<file path="config.mk">
export PLATFORM = sky130hd
export DESIGN_NAME = distance_vector_route_update
export DESIGN_NICKNAME = d
export VERILOG_FILES = /design/src/dvru_pkg.sv /design/src/dvru_ram.sv /design/src/dvru_ctrl.sv /design/src/dvru_datapath.sv /design/src/distance_vector_route_update.sv
export SDC_FILE = /design/constraint.sdc
export NUM_CORES = 2
export LEC_CHECK = 0
export BUFFER_PORTS_ARGS = -buffer_cell sky130_fd_sc_hd__buf_2
export CAP_MARGIN = 5
export CORE_UTILIZATION = 40
export CTS_CLUSTER_SIZE = 40
export DETAILED_ROUTE_END_ITERATION = 6
export GPL_ROUTABILITY_DRIVEN = 1
export PLACE_DENSITY_LB_ADDON = 0.2
export SYNTH_ARGS = -nofsm -noshare
export SYNTH_HDL_FRONTEND = slang
export SYNTH_SLANG_ARGS = --single-unit
</file>
<file path="constraint.sdc">
create_clock -name clk_i -period 16.7 [get_ports clk_i]
set_clock_uncertainty 0.05 [all_clocks]
set_input_delay 1.67 -clock clk_i [delete_from_list [all_inputs] [get_ports clk_i]]
set_output_delay 1.67 -clock clk_i [all_outputs]
set_load 0.05 [all_outputs]
</file>
<file path="src/dvru_pkg.sv">
// Shared types and constants of the distance-vector route update block.
package dvru_pkg;

  // Field widths fixed by the item format.
  localparam int ID_BITS        = 6;
  localparam int PORT_DIST_BITS = 16;
  localparam int STATUS_BITS    = 3;

  // Defaults of the top-level parameters.
  localparam int NODE_COUNT_DEF = 64;
  localparam int DIST_BITS_DEF  = 16;

  // Operation carried by an input item.
  typedef enum logic {
    OP_INSTALL = 1'b0,
    OP_ADVERT  = 1'b1
  } op_e;

  // Result status codes.
  typedef enum logic [STATUS_BITS-1:0] {
    ST_UNCHANGED      = 3'd0,
    ST_INSERTED       = 3'd1,
    ST_IMPROVED       = 3'd2,
    ST_OWN_SKIP       = 3'd3,
    ST_UNKNOWN_SENDER = 3'd4
  } status_e;

  // Controller states.
  typedef enum logic {
    S_IDLE = 1'b0,
    S_EXEC = 1'b1
  } state_e;

  // Commands from the controller to the datapath.
  typedef struct packed {
    logic load;  // capture the item and start the table reads
    logic exec;  // update the table and load the result register
  } ctrl_cmd_t;

  // Status from the datapath to the controller.
  typedef struct packed {
    logic out_stall;  // the result register still holds an untaken item
  } dp_status_t;

endpackage

</file>
<file path="src/dvru_ram.sv">
// Generic RAM with one write port and two registered read ports.
module dvru_ram #(
  parameter int WIDTH = 8,
  parameter int DEPTH = 64
) (
  input  logic                     clk_i,
  input  logic                     we_i,
  input  logic [$clog2(DEPTH)-1:0] waddr_i,
  input  logic [WIDTH-1:0]         wdata_i,
  input  logic                     re_i,
  input  logic [$clog2(DEPTH)-1:0] raddr_a_i,
  input  logic [$clog2(DEPTH)-1:0] raddr_b_i,
  output logic [WIDTH-1:0]         rdata_a_o,
  output logic [WIDTH-1:0]         rdata_b_o
);

  logic [WIDTH-1:0] mem_q [DEPTH];

  // Write port.
  always_ff @(posedge clk_i) begin
    if (we_i) begin
      mem_q[waddr_i] <= wdata_i;
    end
  end

  // Read ports; the data holds until the next read.
  always_ff @(posedge clk_i) begin
    if (re_i) begin
      rdata_a_o <= mem_q[raddr_a_i];
      rdata_b_o <= mem_q[raddr_b_i];
    end
  end

endmodule

</file>
<file path="src/dvru_ctrl.sv">
// Controller state machine of the route update block.
module dvru_ctrl (
  input  logic                  clk_i,
  input  logic                  rst_ni,
  input  logic                  in_valid_i,
  output logic                  in_ready_o,
  input  dvru_pkg::dp_status_t  status_i,
  output dvru_pkg::ctrl_cmd_t   cmd_o
);
  import dvru_pkg::*;

  state_e state_q, state_d;

  // State register.
  always_ff @(posedge clk_i or negedge rst_ni) begin
    if (!rst_ni) begin
      state_q <= S_IDLE;
    end else begin
      state_q <= state_d;
    end
  end

  // Next state.
  always_comb begin
    state_d = state_q;
    case (state_q)
      S_IDLE: begin
        if (in_valid_i) begin
          state_d = S_EXEC;
        end
      end
      S_EXEC: begin
        if (!status_i.out_stall) begin
          state_d = S_IDLE;
        end
      end
      default: state_d = S_IDLE;
    endcase
  end

  // Outputs.
  always_comb begin
    in_ready_o = 1'b0;
    cmd_o      = '0;
    case (state_q)
      S_IDLE: begin
        in_ready_o = 1'b1;
        cmd_o.load = in_valid_i;
      end
      S_EXEC: begin
        cmd_o.exec = !status_i.out_stall;
      end
      default: begin
        in_ready_o = 1'b0;
      end
    endcase
  end

endmodule

</file>
<file path="src/dvru_datapath.sv">
// Datapath: routing table, relaxation arithmetic and result register.
module dvru_datapath #(
  parameter int NODE_COUNT = dvru_pkg::NODE_COUNT_DEF,
  parameter int DIST_BITS  = dvru_pkg::DIST_BITS_DEF
) (
  input  logic                                 clk_i,
  input  logic                                 rst_ni,
  input  dvru_pkg::ctrl_cmd_t                  cmd_i,
  output dvru_pkg::dp_status_t                 status_o,
  input  logic                                 cfg_we_i,
  input  logic [dvru_pkg::ID_BITS-1:0]         cfg_wdata_i,
  input  logic                                 opcode_i,
  input  logic [dvru_pkg::ID_BITS-1:0]         sender_id_i,
  input  logic [dvru_pkg::ID_BITS-1:0]         dest_id_i,
  input  logic [dvru_pkg::PORT_DIST_BITS-1:0]  distance_i,
  input  logic                                 last_of_message_i,
  output logic                                 out_valid_o,
  input  logic                                 out_ready_i,
  output logic [dvru_pkg::STATUS_BITS-1:0]     route_status_o,
  output logic [dvru_pkg::PORT_DIST_BITS-1:0]  new_distance_o,
  output logic [dvru_pkg::ID_BITS-1:0]         new_next_hop_o,
  output logic                                 message_changed_o
);
  import dvru_pkg::*;

  // Only ids that fit the id field can ever reach the table.
  localparam int TABLE_DEPTH = (NODE_COUNT < (2 ** ID_BITS)) ? NODE_COUNT : (2 ** ID_BITS);
  localparam int AW          = $clog2(TABLE_DEPTH);
  localparam int WORD_BITS   = DIST_BITS + ID_BITS;

  // Configuration and item registers.
  logic [ID_BITS-1:0]   self_q;
  logic                 op_q;
  logic [ID_BITS-1:0]   sender_q;
  logic [ID_BITS-1:0]   dest_q;
  logic [DIST_BITS-1:0] dist_q;
  logic                 last_q;

  // Table state held in flops.
  logic [TABLE_DEPTH-1:0] valid_q;
  logic                   changed_q;

  // Result register.
  logic                      out_valid_q;
  status_e                   res_status_q;
  logic [DIST_BITS-1:0]      res_dist_q;
  logic [ID_BITS-1:0]        res_hop_q;
  logic                      res_flag_q;

  // Table memory.
  logic                 wr_en;
  logic [WORD_BITS-1:0] wr_word;
  logic [WORD_BITS-1:0] sender_word;
  logic [WORD_BITS-1:0] dest_word;

  dvru_ram #(
    .WIDTH(WORD_BITS),
    .DEPTH(TABLE_DEPTH)
  ) u_table (
    .clk_i    (clk_i),
    .we_i     (wr_en),
    .waddr_i  (dest_q[AW-1:0]),
    .wdata_i  (wr_word),
    .re_i     (cmd_i.load),
    .raddr_a_i(sender_id_i[AW-1:0]),
    .raddr_b_i(dest_id_i[AW-1:0]),
    .rdata_a_o(sender_word),
    .rdata_b_o(dest_word)
  );

  // Configuration register.
  always_ff @(posedge clk_i or negedge rst_ni) begin
    if (!rst_ni) begin
      self_q <= '0;
    end else if (cfg_we_i) begin
      self_q <= cfg_wdata_i;
    end
  end

  // Item capture.
  always_ff @(posedge clk_i) begin
    if (cmd_i.load) begin
      op_q     <= opcode_i;
      sender_q <= sender_id_i;
      dest_q   <= dest_id_i;
      dist_q   <= DIST_BITS'(distance_i);
      last_q   <= last_of_message_i;
    end
  end

  // Relaxation step.
  logic                 dest_in, sender_in;
  logic                 dest_vld, sender_vld;
  logic [DIST_BITS-1:0] dest_dist, sender_dist;
  logic [ID_BITS-1:0]   dest_hop;
  logic [DIST_BITS:0]   sum;
  logic [DIST_BITS-1:0] cand;
  logic [DIST_BITS-1:0] wr_dist;
  logic [ID_BITS-1:0]   wr_hop;
  logic                 changed;
  status_e              status;
  logic                 flag;
  logic                 changed_d;
  logic [DIST_BITS-1:0] res_dist;
  logic [ID_BITS-1:0]   res_hop;

  always_comb begin
    dest_in     = (32'(dest_q) < TABLE_DEPTH);
    sender_in   = (32'(sender_q) < TABLE_DEPTH);
    dest_vld    = dest_in && valid_q[dest_q[AW-1:0]];
    sender_vld  = sender_in && valid_q[sender_q[AW-1:0]];
    dest_dist   = dest_word[DIST_BITS-1:0];
    dest_hop    = dest_word[WORD_BITS-1:DIST_BITS];
    sender_dist = sender_word[DIST_BITS-1:0];

    // Saturating sum of the sender's distance and the advertised distance.
    sum  = {1'b0, sender_dist} + {1'b0, dist_q};
    cand = sum[DIST_BITS] ? {DIST_BITS{1'b1}} : sum[DIST_BITS-1:0];

    wr_en     = 1'b0;
    wr_dist   = dist_q;
    wr_hop    = dest_q;
    changed   = 1'b0;
    status    = ST_UNCHANGED;
    flag      = 1'b0;
    changed_d = changed_q;

    if (op_q == OP_INSTALL) begin
      // Direct neighbor: the next hop is the neighbor itself.
      if (dest_in) begin
        wr_en = 1'b1;
        if (!dest_vld) begin
          status = ST_INSERTED;
        end else if (dest_dist != dist_q || dest_hop != dest_q) begin
          status = ST_IMPROVED;
        end
      end
    end else begin
      wr_dist = cand;
      wr_hop  = sender_q;
      if (dest_q == self_q) begin
        status = ST_OWN_SKIP;
      end else if (!sender_vld) begin
        status = ST_UNKNOWN_SENDER;
      end else if (dest_in) begin
        if (!dest_vld) begin
          wr_en   = 1'b1;
          changed = 1'b1;
          status  = ST_INSERTED;
        end else if (cand < dest_dist) begin
          wr_en   = 1'b1;
          changed = 1'b1;
          status  = ST_IMPROVED;
        end
      end
      // The change flag is reported and cleared on the last entry of a message.
      if (last_q) begin
        flag      = changed_q | changed;
        changed_d = 1'b0;
      end else begin
        changed_d = changed_q | changed;
      end
    end

    wr_word = {wr_hop, wr_dist};

    // Stored entry of the destination after this step.
    if (wr_en) begin
      res_dist = wr_dist;
      res_hop  = wr_hop;
    end else if (dest_vld) begin
      res_dist = dest_dist;
      res_hop  = dest_hop;
    end else begin
      res_dist = '0;
      res_hop  = '0;
    end

    // Gate the write with the execute command.
    wr_en = wr_en & cmd_i.exec;
  end

  // Valid marks and the message change flag.
  always_ff @(posedge clk_i or negedge rst_ni) begin
    if (!rst_ni) begin
      valid_q   <= '0;
      changed_q <= 1'b0;
    end else if (cmd_i.exec) begin
      changed_q <= changed_d;
      if (wr_en) begin
        valid_q[dest_q[AW-1:0]] <= 1'b1;
      end
    end
  end

  // Result register handshake.
  always_ff @(posedge clk_i or negedge rst_ni) begin
    if (!rst_ni) begin
      out_valid_q <= 1'b0;
    end else if (cmd_i.exec) begin
      out_valid_q <= 1'b1;
    end else if (out_ready_i) begin
      out_valid_q <= 1'b0;
    end
  end

  // Result payload.
  always_ff @(posedge clk_i) begin
    if (cmd_i.exec) begin
      res_status_q <= status;
      res_dist_q   <= res_dist;
      res_hop_q    <= res_hop;
      res_flag_q   <= flag;
    end
  end

  assign status_o.out_stall = out_valid_q & ~out_ready_i;
  assign out_valid_o        = out_valid_q;
  assign route_status_o     = res_status_q;
  assign new_distance_o     = PORT_DIST_BITS'(res_dist_q);
  assign new_next_hop_o     = res_hop_q;
  assign message_changed_o  = res_flag_q;

endmodule

</file>
<file path="src/distance_vector_route_update.sv">
// Top level of the distance-vector route update block.
//
// Keeps a routing table (valid mark, distance, next hop) for every node id and
// applies one install or advertised entry per input item, returning one result
// item for each. For each item the accept cycle starts the registered read of the
// sender's and the destination's table words from the two read ports of the table
// memory, and the next cycle adds, compares, writes back and loads the result
// register. A result that has not been taken holds the execute step of the
// following item until the result register frees. Valid marks sit in flip-flops
// cleared by reset, so no clearing pass is needed after reset.
module distance_vector_route_update #(
  parameter int NODE_COUNT = dvru_pkg::NODE_COUNT_DEF,
  parameter int DIST_BITS  = dvru_pkg::DIST_BITS_DEF
) (
  input  logic                                 clk_i,
  input  logic                                 rst_ni,
  input  logic                                 cfg_we_i,
  input  logic [dvru_pkg::ID_BITS-1:0]         cfg_wdata_i,
  input  logic                                 in_valid_i,
  output logic                                 in_ready_o,
  input  logic                                 opcode_i,
  input  logic [dvru_pkg::ID_BITS-1:0]         sender_id_i,
  input  logic [dvru_pkg::ID_BITS-1:0]         dest_id_i,
  input  logic [dvru_pkg::PORT_DIST_BITS-1:0]  distance_i,
  input  logic                                 last_of_message_i,
  output logic                                 out_valid_o,
  input  logic                                 out_ready_i,
  output logic [dvru_pkg::STATUS_BITS-1:0]     status_o,
  output logic [dvru_pkg::PORT_DIST_BITS-1:0]  new_distance_o,
  output logic [dvru_pkg::ID_BITS-1:0]         new_next_hop_o,
  output logic                                 message_changed_o
);
  import dvru_pkg::*;

  ctrl_cmd_t  cmd;
  dp_status_t dp_status;

  // Controller.
  dvru_ctrl u_ctrl (
    .clk_i     (clk_i),
    .rst_ni    (rst_ni),
    .in_valid_i(in_valid_i),
    .in_ready_o(in_ready_o),
    .status_i  (dp_status),
    .cmd_o     (cmd)
  );

  // Datapath.
  dvru_datapath #(
    .NODE_COUNT(NODE_COUNT),
    .DIST_BITS (DIST_BITS)
  ) u_datapath (
    .clk_i            (clk_i),
    .rst_ni           (rst_ni),
    .cmd_i            (cmd),
    .status_o         (dp_status),
    .cfg_we_i         (cfg_we_i),
    .cfg_wdata_i      (cfg_wdata_i),
    .opcode_i         (opcode_i),
    .sender_id_i      (sender_id_i),
    .dest_id_i        (dest_id_i),
    .distance_i       (distance_i),
    .last_of_message_i(last_of_message_i),
    .out_valid_o      (out_valid_o),
    .out_ready_i      (out_ready_i),
    .route_status_o   (status_o),
    .new_distance_o   (new_distance_o),
    .new_next_hop_o   (new_next_hop_o),
    .message_changed_o(message_changed_o)
  );

endmodule

</file>
After elaboration in Yosys (flattened, before gate mapping):

Memories as Yosys holds them, arrays and structs flattened. A register that Yosys moved wholly into a read port is not among the register bits.
Index checks and enable logic that the tools add are counted.

* magnitude comparators: 4
* add/sub/neg operators: 1
* reduce and logical (&&, ||, !) cells: 7
* equality and inequality tests: 3
* bitwise operators: 6
* muxes and demuxes: 37

Operator list (count)
* $mux 16: 4
* $or 64x64->64: 1
* $mux 1: 19
* $mux 6: 3
* $add 16x16->17: 1
* $lt 16x16->1: 1
* $ne 16x16->1: 1
* $mux 3: 5
* $lt 6x7->1 const B: 2
* $bmux 1 s6: 2
* $demux 1 s6: 1
* $eq 6x6->1: 1
* $ge 6x1->1 const B: 1
* $ne 6x6->1: 1
* $reduce_and 2->1: 3
* $mux 2: 2
* $and 1x1->1: 2
* $not 1->1: 2
* $pmux 1 s2: 1
* $reduce_bool 2->1: 1
* $logic_and 1x1->1: 1
* $logic_not 1->1: 1
* $logic_or 1x1->1: 1
* $or 1x1->1: 1

* RAM bits: 1408
* input bits: 41
* register bits after elaboration: 129
* logic and storage cells: 73
* memories: 1

Memories
* u_datapath.u_table.mem_q: depth 64, width 22, read ports 2, clocked after Yosys merged registers in 2, wr ports 1, RTL line dvru_ram.sv:17 `logic [WIDTH-1:0] mem_q [DEPTH];`

Logic depth before layout (Yosys ltp):

* word-level depth: 11
* gate-level depth with buffers: 21

Cells and area by module:

From an unflattened synthesis, not the netlist that was laid out.

* cells, all modules: 4082
* area, all modules: 74616.6 um^2

By module, submodules not included
* dvru_ram: area each 66887.9 um^2, cells an instance 3382, instances 1
* dvru_datapath: area each 7671.1 um^2, cells an instance 695, instances 1
* dvru_ctrl: area each 57.6 um^2, cells an instance 5, instances 1

Least setup slack after synthesis:

No wires, ideal clock.

* path kind: register to register
* from: register u_datapath.dist_q[0]
* to: memory u_datapath.u_table.mem_q[24][0] (netlist name), enable pin
* setup time: 0.429 ns
* clock period less this slack: 6.396 ns
* data required time: 16.221 ns
* buffers on the path: 5
* path slack: 10.304 ns
* arrival time: 5.917 ns
* cell stages (with the launch flop): 22
* cells stage by stage: edfxtp_1 -> ha_1 -> fa_1 -> a21oi_1 -> o2111ai_1 -> o2111ai_1 -> and2_1 -> clkbuf_1 -> clkbuf_1 -> nand2_1 -> ha_1 -> a21oi_1 -> o21ai_0 -> a221oi_1 -> nand3_1 -> o21a_1 -> a211o_1 -> and2_1 -> clkbuf_1 -> buf_4 -> buf_2 -> nor3_1

* cells in the longest elaborated chain, start to end: 11

RTL lines
* from (decl): RTL line dvru_datapath.sv:36 `logic [DIST_BITS-1:0] dist_q;`
* from (signal assigned): RTL line dvru_datapath.sv:86 `dist_q <= DIST_BITS'(distance_i);`
* $add 16x16->17: RTL line dvru_datapath.sv:117 `sum = {1'b0, sender_dist} + {1'b0, dist_q};`
* $mux 16: RTL line dvru_datapath.sv:118 `cand = sum[DIST_BITS] ? {DIST_BITS{1'b1}} : sum[DIST_BITS-1:0];`
* $lt 16x16->1: RTL line dvru_datapath.sv:150 `end else if (cand < dest_dist) begin`
* $mux 1: RTL line dvru_datapath.sv:150
* $mux 1: RTL line dvru_datapath.sv:146 `if (!dest_vld) begin`
* $mux 1: RTL line dvru_datapath.sv:143 `end else if (!sender_vld) begin`
* $mux 1: RTL line dvru_datapath.sv:141 `if (dest_q == self_q) begin`
* $mux 1: RTL line dvru_datapath.sv:128 `if (op_q == OP_INSTALL) begin`
* $and 1x1->1: RTL line dvru_datapath.sv:180 `wr_en = wr_en & cmd_i.exec;`
* $mux 1: RTL line dvru_ram.sv:21 `if (we_i) begin`
* $mux 1 (implied by the code): RTL line dvru_ram.sv:22 `mem_q[waddr_i] <= wdata_i;`
* to (decl): RTL line dvru_ram.sv:17

No other way between the ends.

Worst setup path after layout:

* from: register u_datapath.dist_q[0]
* to: memory u_datapath.u_table.mem_q[32][18] (netlist name), enable pin

The elaborated chain is that of the path after synthesis.

==> qor.yml <==
run_status:
  status: "finished clean"
die:
  die_y_um: 421
  die_area_sq_mm: 0.177
  io_pins: 69
  initial_core_util: 0.403
  coreArea_sq_mm: 0.174
  die_w_um: 421
  num_rows: 153
clocking:
  path_clk_slew_ps: 60
  clock_sinks: 1575
  cts_buffers: 168
  cts-root-buf: "clkbuf_16"
  cts_setup_buffers: 0
  cts-resized-gates: 0
  cts_hold_buf: 0
  cts_tree: "yes"
  clk-insertion-delay-late_ps: 810
  cts_max_level: 4
  cts.path.max_buffers: 3
layout:
  syn_to_final_growth_pct: 12.8
  final_nets: 3408
  drive_gt1_frac: 0.410
yosys:
  syn_area_per_cell_sq_um: 22.0
  ys_seq_area_frac: 0.668
  syn-num-nets: 3273
  synth_area_sq_mm: 0.0703
  ys.warnings.count: 0
  synth-main-ff-cell: "edfxtp_1"
  synth_cells: 3200
  ys_seq_elements: 1575
  synth_edf_count: 1502
  async_flop_share: 0.0463
  synth.top_cell.area_share: 0.642
  synthDistinctLibCells: 57
  synthTopCellsByArea: "edfxtp_1, mux4_2, dfrtp_1, clkbuf_1, a31o_2"
  synth_commonest_cells: "edfxtp_1, mux4_2, clkbuf_1, dfrtp_1, buf_1"
  synth.most_common_cell: "edfxtp_1"
  yosysTopAreaCell: "edfxtp_1"
global_route:
  grt_pass1_wl_mm: 295
  grt_pass1_vias: 37700
  overflow: 0
  track_usage: 0.236
  grt_max_degree: 129
  grt_antenna_before_repair: 30
placed_design:
  port_buffers: 68
  gp_congestion: 0.877
  hpwl_mm: 132
power:
  p_per_area_mw_per_mm2: 132
  power_mw: 10.5
  ir_drop_uv: 109
  p_leak_nw: 24.8
critical_path:
  crit_slowest_cell: "nor3_2"
  crit_type: "reg -> reg"
  path_cells: "ha_1 -> fa_1 -> a21oi_1 -> o2111ai_1 -> o2111ai_1 -> and2_1 -> nand2_1 -> ha_1 -> a21oi_1 -> o21ai_0 -> a221oi_1 -> nand3_1 -> o21a_1 -> a211o_1 -> and2_4 -> buf_4 -> nor3_2 -> buf_4"
  path_max_fanout: 41
  crit_required_ps: 17120
  slowest_delay_ps: 860
  worst_setup_path_end_kind: "register"
  start_kind: "register"
  cp.arrival_ps: 7730
route:
  drt_wl_total_mm: 208
  drc_errors: 0
  via_per_inst: 6.34
  vias: 36700
  drt_iter0_markers: 4802
  drtAntennaViolNets: 0
  wire_per_inst_um: 36.0
  drtPass1Iterations: 5
sta:
  finalCriticalPeriod_ps: 7310
  slew_violations: 0
  tns_ps: 0
  holdWs_ps: 443
  fmax_ghz: 0.137
  tightest_slew_ps: 1210
  hold_viol: 0
  rsz0062_at_grt: "false"
  setup_viol: 0
  period_share: 0.437
  relSlewSlack: 0.192
run:
  cap_violations: 0
min_path:
  hold_class: "reg -> reg"
-- layout make-up --
cell class | instances | area (sq um)
Clock buffer | 211 | 4510
Timing Repair Buffer | 202 | 1440
Fill cell | 14500 | 94900
Tap cell | 2325 | 2910
Inverter | 35 | 131
Antenna cell | 2 | 5.00
Sequential cell | 1575 | 46900
Multi-Input combinational cell | 1353 | 22700
Clock inverter | 91 | 632
-- state kept, by name, indices dropped and copies added, names as in the netlist --
register	cells
u_datapath.u_table.mem_q	1408
u_datapath.u_table.rdata_b_o	22
u_datapath.new_next_hop_o	6
u_datapath.new_distance_o	16
u_datapath.sender_q	6
u_datapath.u_table.rdata_a_o	16
u_ctrl.state_q	1
u_datapath.last_q	1
u_datapath.op_q	1
u_datapath.self_q	6
u_datapath.out_valid_o	1
u_datapath.dist_q	16
u_datapath.route_status_o	3
u_datapath.changed_q	1
u_datapath.message_changed_o	1
u_datapath.dest_q	6
u_datapath.valid_q	64
-- metal layers --
layer	share of wire	GRT usage
met3	0.083	0.0471
met4	0.025	0.0630
met1	0.41	0.331
met5	0.00012	0
met2	0.49	0.376
-- report_power, final --
group / internal, mW / total (mW) / switching (mW)
sequential: 4.89 / 5.02 / 0.139
combinational: 0.583 / 1.89 / 1.31
clock: 2.00 / 3.54 / 1.54
-- placed cells by master (no fill, tap or decap), types with 11 or more instances in the layout --
master,instances
edfxtp_1,1502
mux4_2,823
clkbuf_16,174
buf_4,134
dfrtp_1,73
a31o_2,60
buf_2,59
nor2_1,58
nor3_2,50
clkinv_1,45
nand2_1,44
mux2_2,35
clkbuf_1,35
inv_1,34
a21oi_1,32
ha_1,31
xnor2_1,30
clkinv_2,25
o21ai_0,14
xor2_1,12
and3_1,11
-- worst max-delay path: cells and delay by family (launching register included) --
family	cells	cell delay, ps
buffers and inverters	2	770
and+or+nand+nor	5	2400
DFF	1	430
AOI/OAI and AO/OA	8	2240
adders and majority gates	3	1030
-- logic make-up (layout without fill, tap and decap cells) --
group           Yosys count  in the layout  share of synthesized area
mux                     869            869                      0.271
simple gates            228            228                     0.0157
other cells               0              2                          0
fa+ha+maj                32             32                    0.00580
xor+xnor                 42             42                    0.00523
flops                  1575           1575                      0.668
buf+inv                 272            539                     0.0157
compound gates          182            182                     0.0189
-- through the flow --
step | cells | util | worst slack [ps] | cell area [sq um]
floorplan | 3200 | - | 10300 | 70300
global placement | 5489 | 0.425 | 9400 | 74100
detailed placement | 5489 | 0.425 | 9460 | 74100
CTS | 5791 | 0.455 | 9390 | 79200
global route | 5794 | 0.455 | 8910 | 79300
finish | 5794 | 0.455 | 9400 | 79300
-- path summary, 6_finish.rpt --
| kind | cells past startpoint | from | to | slack [ps] |
|---|---|---|---|---|
| max in group asynchronous | 2 | rst_ni | u_datapath.valid_q[39]$_DFFE_PN0P_ | 14830 |
| max reg2reg | 18 | u_datapath.dist_q[0]$_DFFE_PP_ | u_datapath.u_table.mem_q[32][18]$_DFFE_PP_ | 9400 |
| min | 1 | u_datapath.valid_q[51]$_DFFE_PN0P_ | u_datapath.valid_q[51]$_DFFE_PN0P_ | 440 |
| max | 18 | u_datapath.dist_q[0]$_DFFE_PP_ | u_datapath.u_table.mem_q[32][18]$_DFFE_PP_ | 9400 |
| min reg2reg | 1 | u_datapath.valid_q[51]$_DFFE_PN0P_ | u_datapath.valid_q[51]$_DFFE_PN0P_ | 440 |
| min in group asynchronous | 1 | rst_ni | u_datapath.changed_q$_DFFE_PN0P_ | 670 |
Note: power is estimated with default switching activity, not from simulation.
